## config.mk

```make
export PLATFORM = sky130hd
export DESIGN_NAME = json_single_pair_parser
export DESIGN_NICKNAME = d
export VERILOG_FILES = /design/src/rtl/jsp_pkg.sv /design/src/rtl/json_single_pair_parser.sv /design/src/rtl/jsp_core.sv
export SDC_FILE = /design/constraint.sdc
export NUM_CORES = 1
export LEC_CHECK = 0
export ABC_AREA = 1
export BUFFER_PORTS_ARGS = -buffer_cell sky130_fd_sc_hd__clkbuf_2
export CAP_MARGIN = 20
export CORE_ASPECT_RATIO = 0.7
export CORE_MARGIN = 2
export CORE_UTILIZATION = 30
export DETAILED_ROUTE_END_ITERATION = 10
export GPL_ROUTABILITY_DRIVEN = 0
export PLACE_DENSITY = 0.47
export RECOVER_POWER = 50
export SLEW_MARGIN = 40
export SYNTH_ARGS = -nofsm -noshare
export SYNTH_HDL_FRONTEND = slang
export SYNTH_SLANG_ARGS = --single-unit
```

## constraint.sdc

```tcl
create_clock -name i_clk -period 6.1 [get_ports i_clk]
set_clock_uncertainty 0.2 [all_clocks]
set_input_delay 0.305 -clock i_clk [delete_from_list [all_inputs] [get_ports i_clk]]
set_output_delay 0.305 -clock i_clk [all_outputs]
set_load 0.005 [all_outputs]
```

## src/rtl/jsp_pkg.sv

```systemverilog
// Package for the single-pair JSON parser.
// Holds the byte codes, the result codes, the parse phase type and the character class functions.
// Has no dependencies.
package jsp_pkg;

    // longest string body, escape bytes included
    localparam int MAX_STRING_LEN = 64;
    localparam int CNT_W          = $clog2(MAX_STRING_LEN + 1);

    // text bytes
    localparam logic [7:0] CH_LBRACE = 8'h7b;
    localparam logic [7:0] CH_QUOTE  = 8'h22;
    localparam logic [7:0] CH_COLON  = 8'h3a;
    localparam logic [7:0] CH_RBRACE = 8'h7d;
    localparam logic [7:0] CH_COMMA  = 8'h2c;
    localparam logic [7:0] CH_BSLASH = 8'h5c;
    localparam logic [7:0] CH_U      = 8'h75;
    localparam logic [7:0] CH_TAB    = 8'h09;
    localparam logic [7:0] CH_LF     = 8'h0a;
    localparam logic [7:0] CH_CR     = 8'h0d;
    localparam logic [7:0] CH_SPACE  = 8'h20;
    localparam logic [7:0] CH_SLASH  = 8'h2f;
    localparam logic [7:0] CH_B      = 8'h62;
    localparam logic [7:0] CH_F      = 8'h66;
    localparam logic [7:0] CH_N      = 8'h6e;
    localparam logic [7:0] CH_R      = 8'h72;
    localparam logic [7:0] CH_T      = 8'h74;
    localparam logic [7:0] CH_NUL    = 8'h00;

    // result kinds
    localparam logic [1:0] KIND_NAME   = 2'd0;
    localparam logic [1:0] KIND_STRING = 2'd1;
    localparam logic [1:0] KIND_ENUM   = 2'd2;
    localparam logic [1:0] KIND_STATUS = 2'd3;

    // enum word codes
    localparam logic [1:0] WORD_TRUE  = 2'd0;
    localparam logic [1:0] WORD_FALSE = 2'd1;
    localparam logic [1:0] WORD_NULL  = 2'd2;

    // status codes
    localparam logic [2:0] ST_OK         = 3'd0;
    localparam logic [2:0] ST_MISC       = 3'd1;
    localparam logic [2:0] ST_BAD_START  = 3'd2;
    localparam logic [2:0] ST_BAD_STRING = 3'd3;
    localparam logic [2:0] ST_BAD_ENUM   = 3'd4;
    localparam logic [2:0] ST_BAD_TRAIL  = 3'd5;

    // parse phase, one-hot
    typedef enum logic [11:0] {
        PH_BRACE    = 12'b0000_0000_0001,
        PH_QUOTE    = 12'b0000_0000_0010,
        PH_NAME     = 12'b0000_0000_0100,
        PH_NAME_ESC = 12'b0000_0000_1000,
        PH_COLON    = 12'b0000_0001_0000,
        PH_VALUE    = 12'b0000_0010_0000,
        PH_STR      = 12'b0000_0100_0000,
        PH_STR_ESC  = 12'b0000_1000_0000,
        PH_WORD     = 12'b0001_0000_0000,
        PH_TRAIL    = 12'b0010_0000_0000,
        PH_DONE     = 12'b0100_0000_0000,
        PH_ERROR    = 12'b1000_0000_0000
    } t_phase;

    // one result item
    typedef struct packed {
        logic [1:0] kind;
        logic [7:0] payload;
        logic [2:0] status;
        logic       done_res;
    } t_result;

    function automatic logic is_ws(input logic [7:0] b);
        return (b == CH_SPACE) || (b == CH_TAB) || (b == CH_LF) || (b == CH_CR);
    endfunction

    function automatic logic is_hex(input logic [7:0] b);
        return ((b >= 8'h30) && (b <= 8'h39)) || ((b >= 8'h41) && (b <= 8'h46)) ||
               ((b >= 8'h61) && (b <= 8'h66));
    endfunction

    function automatic logic is_single_esc(input logic [7:0] b);
        return (b == CH_QUOTE) || (b == CH_BSLASH) || (b == CH_SLASH) || (b == CH_B) ||
               (b == CH_F) || (b == CH_N) || (b == CH_R) || (b == CH_T);
    endfunction

    // letters in each enum word
    function automatic logic [2:0] word_len(input logic [1:0] code);
        logic [2:0] len;
        unique case (code)
            WORD_FALSE: len = 3'd5;
            default:    len = 3'd4;
        endcase
        return len;
    endfunction

    // letter of an enum word at a position
    function automatic logic [7:0] word_char(input logic [1:0] code, input logic [2:0] pos);
        logic [7:0] ch;
        ch = CH_NUL;
        unique case (code)
            WORD_FALSE: begin
                unique case (pos)
                    3'd0:    ch = 8'h66;
                    3'd1:    ch = 8'h61;
                    3'd2:    ch = 8'h6c;
                    3'd3:    ch = 8'h73;
                    3'd4:    ch = 8'h65;
                    default: ch = CH_NUL;
                endcase
            end
            WORD_NULL: begin
                unique case (pos)
                    3'd0:    ch = 8'h6e;
                    3'd1:    ch = 8'h75;
                    3'd2:    ch = 8'h6c;
                    3'd3:    ch = 8'h6c;
                    default: ch = CH_NUL;
                endcase
            end
            default: begin
                unique case (pos)
                    3'd0:    ch = 8'h74;
                    3'd1:    ch = 8'h72;
                    3'd2:    ch = 8'h75;
                    3'd3:    ch = 8'h65;
                    default: ch = CH_NUL;
                endcase
            end
        endcase
        return ch;
    endfunction

endpackage

```

## src/rtl/json_single_pair_parser.sv

```systemverilog
// Top level of the single-pair JSON parser: byte input channel, result output channel.
// Holds the output register and the skid stage; the byte decisions sit in jsp_core.
// Depends on jsp_pkg and jsp_core.
//
//   channel  direction  handshake           payload
//   input    in         i_valid / o_stall   i_data_byte, i_final_byte
//   output   out        o_valid / i_stall   o_kind, o_payload, o_status, o_done_res
//
// One byte is accepted per cycle unless stalled; its result, if any, is registered in
// the output register or the skid stage. The state update is one pass through the
// parse state machine. Reset is synchronous and active low; it returns the parser to
// the brace phase and empties both output stages. A stalled output fills the skid
// stage, and the input is stalled only while the skid stage holds a result.
module json_single_pair_parser (
    input  logic       i_clk,
    input  logic       i_rst_n,
    input  logic       i_valid,
    output logic       o_stall,
    input  logic [7:0] i_data_byte,
    input  logic       i_final_byte,
    output logic       o_valid,
    input  logic       i_stall,
    output logic [1:0] o_kind,
    output logic [7:0] o_payload,
    output logic [2:0] o_status,
    output logic       o_done_res
);

    logic             accept;
    logic             res_valid;
    jsp_pkg::t_result res;

    logic             r_out_valid;
    jsp_pkg::t_result r_out;
    logic             r_skid_valid;
    jsp_pkg::t_result r_skid;
    logic             out_free;

    assign o_stall = r_skid_valid;
    assign accept  = i_valid & ~r_skid_valid;

    jsp_core u_core (
        .i_clk        (i_clk),
        .i_rst_n      (i_rst_n),
        .i_accept     (accept),
        .i_data_byte  (i_data_byte),
        .i_final_byte (i_final_byte),
        .o_res_valid  (res_valid),
        .o_res        (res)
    );

    // output register is free when empty or its transfer completes
    assign out_free = ~r_out_valid | ~i_stall;

    // output register and skid valid flags
    always_ff @(posedge i_clk) begin
        if (!i_rst_n) begin
            r_out_valid  <= 1'b0;
            r_skid_valid <= 1'b0;
        end else if (out_free) begin
            r_out_valid  <= r_skid_valid | res_valid;
            r_skid_valid <= 1'b0;
        end else if (res_valid) begin
            r_skid_valid <= 1'b1;
        end
    end

    // output and skid payload
    always_ff @(posedge i_clk) begin
        if (out_free) begin
            r_out <= r_skid_valid ? r_skid : res;
        end else if (res_valid) begin
            r_skid <= res;
        end
    end

    assign o_valid    = r_out_valid;
    assign o_kind     = r_out.kind;
    assign o_payload  = r_out.payload;
    assign o_status   = r_out.status;
    assign o_done_res = r_out.done_res;

endmodule

```

## src/rtl/jsp_core.sv

```systemverilog
// Parse state machine of the single-pair JSON parser.
// Decides each accepted byte combinationally and presents the result it causes.
// Depends on jsp_pkg.
module jsp_core (
    input  logic             i_clk,
    input  logic             i_rst_n,
    input  logic             i_accept,
    input  logic [7:0]       i_data_byte,
    input  logic             i_final_byte,
    output logic             o_res_valid,
    output jsp_pkg::t_result o_res
);

    jsp_pkg::t_phase           r_phase, n_phase;
    logic [2:0]                r_match_pos, n_match_pos;
    logic [1:0]                r_enum_code, n_enum_code;
    logic [2:0]                r_esc_left, n_esc_left;
    logic [jsp_pkg::CNT_W-1:0] r_count, n_count;
    logic [2:0]                r_first_err, n_first_err;
    logic                      r_nul_seen, n_nul_seen;

    logic       fail_en;
    logic [2:0] fail_code;
    logic       str_ok;
    logic       emit;
    logic [1:0] emit_kind;
    logic [7:0] emit_pay;
    logic       in_esc;
    logic [1:0] word_sel;
    logic [2:0] word_next;
    logic [2:0] end_status;
    jsp_pkg::t_phase ph_body, ph_esc, ph_after, ph_step;
    logic [2:0] err_step;

    // byte decision
    always_comb begin
        ph_step     = r_phase;
        n_match_pos = r_match_pos;
        n_enum_code = r_enum_code;
        n_esc_left  = r_esc_left;
        n_count     = r_count;
        n_nul_seen  = r_nul_seen | (i_data_byte == jsp_pkg::CH_NUL);
        fail_en     = 1'b0;
        fail_code   = jsp_pkg::ST_OK;
        str_ok      = 1'b0;
        emit        = 1'b0;
        emit_kind   = jsp_pkg::KIND_NAME;
        emit_pay    = i_data_byte;
        word_sel    = (r_enum_code == jsp_pkg::WORD_NULL || r_enum_code == jsp_pkg::WORD_FALSE)
                      ? r_enum_code : jsp_pkg::WORD_TRUE;
        word_next   = r_match_pos + 3'd1;

        // string context: name or value
        in_esc   = (r_phase == jsp_pkg::PH_NAME_ESC) || (r_phase == jsp_pkg::PH_STR_ESC);
        if ((r_phase == jsp_pkg::PH_STR) || (r_phase == jsp_pkg::PH_STR_ESC)) begin
            ph_body  = jsp_pkg::PH_STR;
            ph_esc   = jsp_pkg::PH_STR_ESC;
            ph_after = jsp_pkg::PH_TRAIL;
        end else begin
            ph_body  = jsp_pkg::PH_NAME;
            ph_esc   = jsp_pkg::PH_NAME_ESC;
            ph_after = jsp_pkg::PH_COLON;
        end

        unique case (r_phase)
            jsp_pkg::PH_BRACE: begin
                if (i_data_byte == jsp_pkg::CH_LBRACE) begin
                    ph_step = jsp_pkg::PH_QUOTE;
                end else if (!jsp_pkg::is_ws(i_data_byte)) begin
                    fail_en   = 1'b1;
                    fail_code = jsp_pkg::ST_BAD_START;
                end
            end
            jsp_pkg::PH_QUOTE: begin
                if (i_data_byte == jsp_pkg::CH_QUOTE) begin
                    ph_step = jsp_pkg::PH_NAME;
                    n_count = '0;
                end else if (!jsp_pkg::is_ws(i_data_byte)) begin
                    fail_en   = 1'b1;
                    fail_code = jsp_pkg::ST_BAD_START;
                end
            end
            jsp_pkg::PH_NAME, jsp_pkg::PH_NAME_ESC,
            jsp_pkg::PH_STR, jsp_pkg::PH_STR_ESC: begin
                emit_kind = (ph_body == jsp_pkg::PH_STR) ? jsp_pkg::KIND_STRING
                                                         : jsp_pkg::KIND_NAME;
                if (in_esc) begin
                    if (r_esc_left == 3'd0) begin
                        if (jsp_pkg::is_single_esc(i_data_byte)) begin
                            ph_step = ph_body;
                            str_ok  = 1'b1;
                        end else if (i_data_byte == jsp_pkg::CH_U) begin
                            n_esc_left = 3'd4;
                            str_ok     = 1'b1;
                        end else begin
                            fail_en   = 1'b1;
                            fail_code = jsp_pkg::ST_BAD_STRING;
                        end
                    end else if (!jsp_pkg::is_hex(i_data_byte)) begin
                        fail_en   = 1'b1;
                        fail_code = jsp_pkg::ST_BAD_STRING;
                    end else begin
                        n_esc_left = r_esc_left - 3'd1;
                        if (r_esc_left == 3'd1) begin
                            ph_step = ph_body;
                        end
                        str_ok = 1'b1;
                    end
                end else if (i_data_byte == jsp_pkg::CH_QUOTE) begin
                    if (r_count == '0) begin
                        fail_en   = 1'b1;
                        fail_code = jsp_pkg::ST_BAD_STRING;
                    end else begin
                        ph_step = ph_after;
                    end
                end else if (i_data_byte < jsp_pkg::CH_SPACE) begin
                    fail_en   = 1'b1;
                    fail_code = jsp_pkg::ST_BAD_STRING;
                end else begin
                    if (i_data_byte == jsp_pkg::CH_BSLASH) begin
                        n_esc_left = 3'd0;
                        ph_step    = ph_esc;
                    end
                    str_ok = 1'b1;
                end
                // length cap on emitted bytes
                if (str_ok) begin
                    if (r_count >= jsp_pkg::CNT_W'(jsp_pkg::MAX_STRING_LEN)) begin
                        fail_en   = 1'b1;
                        fail_code = jsp_pkg::ST_BAD_STRING;
                    end else begin
                        n_count = r_count + jsp_pkg::CNT_W'(1);
                        emit    = 1'b1;
                    end
                end
            end
            jsp_pkg::PH_COLON: begin
                if (i_data_byte == jsp_pkg::CH_COLON) begin
                    ph_step = jsp_pkg::PH_VALUE;
                end else if (!jsp_pkg::is_ws(i_data_byte)) begin
                    fail_en   = 1'b1;
                    fail_code = jsp_pkg::ST_BAD_STRING;
                end
            end
            jsp_pkg::PH_VALUE: begin
                if (i_data_byte == jsp_pkg::CH_QUOTE) begin
                    ph_step = jsp_pkg::PH_STR;
                    n_count = '0;
                end else if (i_data_byte == jsp_pkg::CH_T) begin
                    n_enum_code = jsp_pkg::WORD_TRUE;
                    n_match_pos = 3'd1;
                    ph_step     = jsp_pkg::PH_WORD;
                end else if (i_data_byte == jsp_pkg::CH_F) begin
                    n_enum_code = jsp_pkg::WORD_FALSE;
                    n_match_pos = 3'd1;
                    ph_step     = jsp_pkg::PH_WORD;
                end else if (i_data_byte == jsp_pkg::CH_N) begin
                    n_enum_code = jsp_pkg::WORD_NULL;
                    n_match_pos = 3'd1;
                    ph_step     = jsp_pkg::PH_WORD;
                end else if (!jsp_pkg::is_ws(i_data_byte)) begin
                    fail_en   = 1'b1;
                    fail_code = jsp_pkg::ST_BAD_ENUM;
                end
            end
            jsp_pkg::PH_WORD: begin
                if ((r_match_pos >= jsp_pkg::word_len(word_sel)) ||
                    (jsp_pkg::word_char(word_sel, r_match_pos) != i_data_byte)) begin
                    fail_en   = 1'b1;
                    fail_code = jsp_pkg::ST_BAD_ENUM;
                end else begin
                    n_match_pos = word_next;
                    if (word_next == jsp_pkg::word_len(word_sel)) begin
                        emit      = 1'b1;
                        emit_kind = jsp_pkg::KIND_ENUM;
                        emit_pay  = {6'd0, word_sel};
                        ph_step   = jsp_pkg::PH_TRAIL;
                    end
                end
            end
            jsp_pkg::PH_TRAIL: begin
                if ((i_data_byte == jsp_pkg::CH_RBRACE) || (i_data_byte == jsp_pkg::CH_COMMA)) begin
                    ph_step = jsp_pkg::PH_DONE;
                end else if (!jsp_pkg::is_ws(i_data_byte)) begin
                    fail_en   = 1'b1;
                    fail_code = jsp_pkg::ST_BAD_TRAIL;
                end
            end
            default: begin
                // done or error: bytes do not change the phase, but a NUL byte is still recorded
            end
        endcase

        // first error is kept
        err_step = r_first_err;
        if (fail_en) begin
            ph_step = jsp_pkg::PH_ERROR;
            if (r_first_err == jsp_pkg::ST_OK) begin
                err_step = fail_code;
            end
        end
        n_phase     = ph_step;
        n_first_err = err_step;
    end

    // status at the final byte
    always_comb begin
        if (n_nul_seen) begin
            end_status = jsp_pkg::ST_MISC;
        end else begin
            unique case (ph_step)
                jsp_pkg::PH_ERROR:                      end_status = err_step;
                jsp_pkg::PH_DONE:                       end_status = jsp_pkg::ST_OK;
                jsp_pkg::PH_BRACE, jsp_pkg::PH_QUOTE:   end_status = jsp_pkg::ST_BAD_START;
                jsp_pkg::PH_VALUE, jsp_pkg::PH_WORD:    end_status = jsp_pkg::ST_BAD_ENUM;
                jsp_pkg::PH_TRAIL:                      end_status = jsp_pkg::ST_BAD_TRAIL;
                default:                                end_status = jsp_pkg::ST_BAD_STRING;
            endcase
        end
    end

    // result of this byte
    always_comb begin
        o_res_valid = i_accept & (i_final_byte | emit);
        if (i_final_byte) begin
            o_res.kind     = jsp_pkg::KIND_STATUS;
            o_res.payload  = 8'd0;
            o_res.status   = end_status;
            o_res.done_res = 1'b1;
        end else begin
            o_res.kind     = emit_kind;
            o_res.payload  = emit_pay;
            o_res.status   = jsp_pkg::ST_OK;
            o_res.done_res = 1'b0;
        end
    end

    // parse state, back to reset after the final byte
    always_ff @(posedge i_clk) begin
        if (!i_rst_n || (i_accept && i_final_byte)) begin
            r_phase     <= jsp_pkg::PH_BRACE;
            r_match_pos <= 3'd0;
            r_enum_code <= jsp_pkg::WORD_TRUE;
            r_esc_left  <= 3'd0;
            r_count     <= '0;
            r_first_err <= jsp_pkg::ST_OK;
            r_nul_seen  <= 1'b0;
        end else if (i_accept) begin
            r_phase     <= n_phase;
            r_match_pos <= n_match_pos;
            r_enum_code <= n_enum_code;
            r_esc_left  <= n_esc_left;
            r_count     <= n_count;
            r_first_err <= n_first_err;
            r_nul_seen  <= n_nul_seen;
        end
    end

endmodule
```

# --- Yosys cells after proc, flatten, opt, wreduce, memory -nomap -nowiden ---
# Cells that the tools add are included.
word_totals:
  word_cells: 267
  inputBits: 13
  output_inout_bits: 16
  reg_bits: 61
classes:
  n_reduce_logical: 43
  order_cmp: 9
  n_eq_ne: 57
  n_mux: 126
  addsub: 3
  bitwise_logic: 12
op_table:
  columns: ["cell", "count"]
  rows:
  - ["$mux 12", 20]
  - ["$mux 3", 36]
  - ["$pmux 12 s7", 1]
  - ["$eq 8x7->1 const B", 9]
  - ["$eq 8x6->1 const B", 5]
  - ["$mux 8", 5]
  - ["$pmux 7 s5", 1]
  - ["$mux 1", 34]
  - ["$mux 14", 2]
  - ["$mux 7", 4]
  - ["$pmux 7 s4", 1]
  - ["$eq 12x1->1 const B", 2]
  - ["$eq 12x10->1 const B", 2]
  - ["$eq 12x2->1 const B", 2]
  - ["$eq 12x6->1 const B", 2]
  - ["$eq 12x9->1 const B", 2]
  - ["$eq 8x4->1 const B", 3]
  - ["$mux 2", 12]
  - ["$pmux 3 s7", 1]
  - ["$pmux 7 s3", 1]
  - ["$logic_or 1x1->1", 18]
  - ["$ge 8x7->1 const B", 2]
  - ["$le 8x7->1 const B", 2]
  - ["$pmux 8 s2", 1]
  - ["other kinds (50)", 82]

# --- Logic depth before layout (Yosys ltp) ---
logic_depth:
  depth_word: 21
  ltp_mapped: 26
  depth_no_buf: 26

# --- By module ---
# Synthesis repeated with hierarchy kept, for this count alone.
hier_totals:
  hier_cells: 738
  hier_area_um2: 4774.6
modules_own_cells:
  columns: ["module", "cells_per_inst", "area_each_um2", "n_inst", "seq_area_each_um2"]
  rows:
  - ["jsp_core", 653, 3656.0, 1, 620.6]
  - ["json_single_pair_parser", 85, 1118.6, 1, 880.8]

# --- Least setup slack after synthesis ---
# Ideal clock, no wire load.
synth_timing:
  kind: "register to register"
  startpoint: "register u_core.r_enum_code[1]"
  endpoint: "register r_skid[0] (netlist name), enable pin"
  setup_slack_ps: 2820
  synth_period_minus_slack_ps: 3280
  n_path_buf: 0
  setup_time_ps: 384
  required_time_ps: 5516
  t_arrival_ps: 2695
  stages_incl_launch_ff: 15
  cell_sequence: "dfxtp_1 inv_1 ha_1 ha_1 o21ai_0 nand2_1 a21oi_1 nand3_1 nor2_1 nand3_2 inv_1 nand3_1 nand2_1 a21oi_1 nor2_1"
synth_via:
  elab_chain_cells: 14
  word_cells_on_any_way: 22
  cone_classes: "1 x order compare; 6 x eq/ne; 10 x mux; 2 x bitwise; 3 x reduce/logical"
synth_lines:
  columns: ["element", "line_no", "text"]
  rows:
  - ["start: declaration", "jsp_core.sv:16", "logic [1:0] r_enum_code, n_enum_code;"]
  - ["start signal: assignment", "jsp_core.sv:243", "r_enum_code <= jsp_pkg::WORD_TRUE;"]
  - ["start signal: assignment", "jsp_core.sv:251", "r_enum_code <= n_enum_code;"]
  - ["$eq 2x2->1 or $eq 2x1->1 (tied branches)", "jsp_core.sv:49", "word_sel = (r_enum_code == jsp_pkg::WORD_NULL || r_enum_code == jsp_pkg::WORD_FALSE)"]
  - ["$logic_or 1x1->1", "jsp_core.sv:49", null]
  - ["$mux 2 *", "jsp_core.sv:50", "? r_enum_code : jsp_pkg::WORD_TRUE;"]
  - ["$eq 2x1->1", "jsp_pkg.sv:90, jsp_pkg.sv:101", null]
  - ["$mux 1", "jsp_pkg.sv:90", "unique case (code)"]
  - ["$mux 3", "jsp_core.sv:167", "if ((r_match_pos >= jsp_pkg::word_len(word_sel)) ||"]
  - ["$mux 3", "jsp_core.sv:65", "unique case (r_phase)"]
  - ["$eq 3x3->1", "jsp_core.sv:173", "if (word_next == jsp_pkg::word_len(word_sel)) begin"]
  - ["$mux 1", "jsp_core.sv:173", null]
  - ["$mux 1 *", "jsp_core.sv:167", null]
  - ["$pmux 1 s2 *", "jsp_core.sv:65", null]
  - ["$or 1x1->1 *", "jsp_core.sv:224", "o_res_valid = i_accept & (i_final_byte | emit);"]
  - ["$and 1x1->1 *", "jsp_core.sv:224", null]
  - ["$reduce_and 2->1 (no line) *", null, null]
  - ["end signal: assignment", "json_single_pair_parser.sv:73", "r_skid <= res;"]
  - ["end: declaration", "json_single_pair_parser.sv:36", "jsp_pkg::t_result r_skid;"]
# Every way passes the cells marked *; elsewhere a longest branch is shown, timed or not. The select of a mux whose other input is x is not followed.
# A chain may end at the register's enable or synchronous reset.

# --- Final worst setup path ---
layout_timing:
  startpoint: "register u_core.r_enum_code[1]"
  endpoint: "register r_out, in the netlist o_status[1], data pin"
layout_via:
  elab_chain_cells: 18
  word_cells_on_any_way: 36
  cone_classes: "1 x order compare; 13 x eq/ne; 18 x mux; 4 x reduce/logical"
layout_lines:
  columns: ["element", "line_no", "text"]
  rows:
  - ["$eq 2x2->1 or $eq 2x1->1 (tied branches)", "jsp_core.sv:49", null]
  - ["$logic_or 1x1->1", "jsp_core.sv:49", null]
  - ["$mux 2 *", "jsp_core.sv:50", null]
  - ["$eq 2x1->1", "jsp_pkg.sv:90, jsp_pkg.sv:101", null]
  - ["$mux 1", "jsp_pkg.sv:90", null]
  - ["$mux 3", "jsp_core.sv:167", null]
  - ["$mux 3", "jsp_core.sv:65", null]
  - ["$eq 3x3->1", "jsp_core.sv:173", null]
  - ["(+2 left out)", null, null]
  - ["$pmux 12 s7", "jsp_core.sv:65", null]
  - ["$mux 12", "jsp_core.sv:196", "if (fail_en) begin"]
  - ["$eq 12x6->1 (tied with other cells)", "jsp_core.sv:211", "unique case (ph_step)"]
  - ["$reduce_or 2->1", "jsp_core.sv:211", null]
  - ["$pmux 3 s5 *", "jsp_core.sv:211", null]
  - ["$mux 3 *", "jsp_core.sv:208", "if (n_nul_seen) begin"]
  - ["$mux 14 *", "jsp_core.sv:225", "if (i_final_byte) begin"]
  - ["$mux 14 *", "json_single_pair_parser.sv:71", "r_out <= r_skid_valid ? r_skid : res;"]
  - ["end signal: assignment", "json_single_pair_parser.sv:71", null]
  - ["end: declaration", "json_single_pair_parser.sv:34", "jsp_pkg::t_result r_out;"]
# Marks and branches as above.

==> impl_metrics.yaml <==
yosys:
  yosysWarnings: 0
  yosysMostFrequentCell: "nand2_1"
  syn_area_mm2: 0.00474
  synth_top_area_share_pct: 17.7
  async_reset_ff_share_pct: 0
  synth_ff_type: "dfxtp_1"
  synth_area_leader_cell: "edfxtp_1"
  synth_area_leaders: "edfxtp_1 (18%), nand2_1 (14%), dfxtp_1 (14%), inv_1 (6.3%), nand3_1 (6.3%)"
  synth_cells: 705
  syn_nets: 730
  ys_types: 44
  syn_area_per_cell_um2: 6.73
  synth-seq-cells: 61
  ys_seq_area_share_pct: 31.6
  synth_common_cells: "nand2_1 (181), inv_1 (80), nor2_1 (67), nand3_1 (60), o21ai_0 (43)"
  synth_edf_count: 28
routing:
  route.met2.wl_mm: 5.33
  wl_mm: 14.1
  drt-initial-drc-count: 411
  drt-pass1-iter-count: 7
  drc: 0
  dr_wl_met3_um: 815
  drtAntennaViolNets: 0
  vias: 4737
  wl_met1_mm: 7.62
  routed.top_layer: "met4"
  wl_per_cell_um: 14.9
  avgViaCountPerCell: 5.03
setup_path:
  path_cells: "inv_1, ha_1, ha_1, o21ai_0, nand2_1, a21oi_1, nand3_1, nor2_1, nand3_1, nand2_1, nand2_2, nor2_8, nand2_1, nand2_2, nand4_1, nor2_1, nand2_1, nand3_2, nand2_1, nand3_1, nand2_1"
  reg2reg_depth: 21
  cp_slowest_cell: "dfxtp_1"
  crit_family: "simple AND/OR/NAND/NOR gates"
  path_class: "register to register"
  startpoint: "u_core.r_enum_code[1]$_SDFFE_PP0P_"
  cp-end-kind: "register"
  start_kind: "register"
  arrival_ns: 3.53
  r2r_start: "u_core.r_enum_code[1]$_SDFFE_PP0P_"
  required_ns: 5.99
  max_stage_delay_ns: 0.34
  r2r_slack_ns: 2.46
  critPathMaxFanout: 10
  crit_top_cell: "nand2_1"
  crit_buf_inv: 1
  worstReg2RegEnd: "o_status[1]$_DFFE_PP_"
clock_tree:
  clock_sinks: 61
  clk_latency_ns: 0.33
  hold_buffers: 0
  path_clk_slew_ns: 0.06
  ctsResizeCount: 0
  cts-root-buf: "clkbuf_16"
  numCtsBuffers: 9
  postCtsSetupBuffers: 0
  clk_path_buf_depth: 2
  cts_tree: "done"
  ctsHtreeMaxLevel: 3
sta:
  period_minus_slack_ns: 3.64
  fmax_ghz: 0.275
  tightest_slew_ns: 0.739
  tns_ns: 0
  setup_viol: 0
  rsz0062_at_grt: "no"
  finalHoldViolCount: 0
  post-route-period-util_pct: 59.7
  drv_slew: 0
  slew_headroom_pct: 50.6
placed_design:
  port-buffer-count: 28
  post-dp-hpwl_mm: 11.1
floorplan:
  row_count: 38
  core_mm2: 0.0155
  start_util_pct: 30.6
  die_area_mm2: 0.0169
  ios: 29
  die_h_um: 109
  fp.dieW_um: 154
cells_and_area:
  final_util_pct: 34.9
  layout-drive-gt1-share_pct: 16.6
  nets: 761
  n_antenna_cell: 0
  syn2layout_area_growth_pct: 13.9
global_route:
  grt_pass1_wl_mm: 22.8
  grt_overflow_total: 0
  antenna_found_initial: 0
  grt_max_degree: 28
  grt_pass1_vias: 4253
  grt_util_all_layers_pct: 17.4
power_and_ir_drop:
  ir_drop_mv: 0.141
  p_leak_nw: 2.45
  powerDensity_mw_per_mm2: 263
worst_hold_path:
  holdCritPathClass: "primary input to register"
  holdPathStages: 3
  whs_endpoint: "o_valid$_SDFFE_PN0P_"
  hold_path.startpoint: "i_rst_n"
job:
  drv_cap: 0
status:
  status: "finished, final reports clean"
kinds of logic (layout without fill, tap and decap cells):
| kind of cell | after synthesis | after routing | synth area share [%] |
|---|---|---|---|
| and+or+nand+nor | 409 | 409 | 42.5 |
| DFF | 61 | 61 | 31.6 |
| adders and majority gates | 12 | 12 | 3.16 |
| buffers and inverters | 109 | 145 | 9.15 |
| xor gates and xnor gates | 1 | 1 | 0.185 |
| AOI/OAI and AO/OA | 113 | 113 | 13.4 |
area by class of cell:
class	count	area, um^2
clock buffers	9	225
clock inverters	7	98.8
fillers	1704	10100
inverters	100	385
multi-input cells	535	2800
flip-flops and latches	61	1500
well taps	200	250
repair buffers	29	138
tightest hold or removal path: cells and delay by family:
kind	cells	cell delay [ns]
buf+inv	2	0.18
compound gates	1	0.04
power by group:
part	internal, mW	switching (mW)	leakage [nW]
registers	0.453	0.0179	0.552
logic	0.119	0.273	1.74
clock network	0.359	0.199	0.156
per-stage QoR:
| step | power [mW] | cell area, um^2 | std cells | worst slack (ns) | hold slack, ns |
|---|---|---|---|---|---|
| floorplan | 0.768 | 4740 | 705 | 2.82 | 0.204 |
| global placement | 0.867 | 5090 | 925 | 2.31 | 0.272 |
| detailed placement | 0.869 | 5100 | 925 | 2.49 | 0.279 |
| CTS | 1.43 | 5420 | 941 | 2.47 | 0.0287 |
| global route | 1.50 | 5400 | 941 | 2.10 | 0.0397 |
| finish | 1.42 | 5400 | 941 | 2.46 | 0.0363 |
metal layers:
layer	vias up	GRT usage, %
li1	2394	-
met1	2182	26.7
met2	140	24.0
met3	21	3.34
met4	0	5.42
met5	-	0
cell usage in the layout (no fill, tap or decap), drive strengths merged, types with 3 or more instances in the layout:
master,count
ha,12
nor3b,3
inv,98
clkbuf,37
edfxtp,28
a31oi,3
nand3b,4
nor2,93
nor3,24
a211oi,5
nand3,71
nand4,12
nand2,198
o211ai,3
clkinv,6
dfxtp,33
o21ai,51
a21oi,45
worst max path at each step:
stage	end	slack (ns)	cells past startpoint
6_report	o_status[1]$_DFFE_PP_	2.46	21
5_1_grt	o_status[0]$_DFFE_PP_	2.10	23
4_1_cts	o_status[0]$_DFFE_PP_	2.47	23
3_5_place_dp	o_status[0]$_DFFE_PP_	2.49	23
3_3_place_gp	r_skid[4]$_DFFE_PP_	2.31	14
2_1_floorplan	r_skid[0]$_DFFE_PP_	2.82	14
flip-flops by register name (all words and copies together), names as in the netlist:
signal	count
u_core.r_first_err	3
u_core.r_phase	12
o_kind	2
o_done_res	1
r_skid	14
o_stall	1
u_core.r_nul_seen	1
o_valid	1
o_payload	8
u_core.r_match_pos	3
o_status	3
u_core.r_esc_left	3
u_core.r_enum_code	2
u_core.r_count	7
No activity file was read; power rests on OpenSTA's default activity.
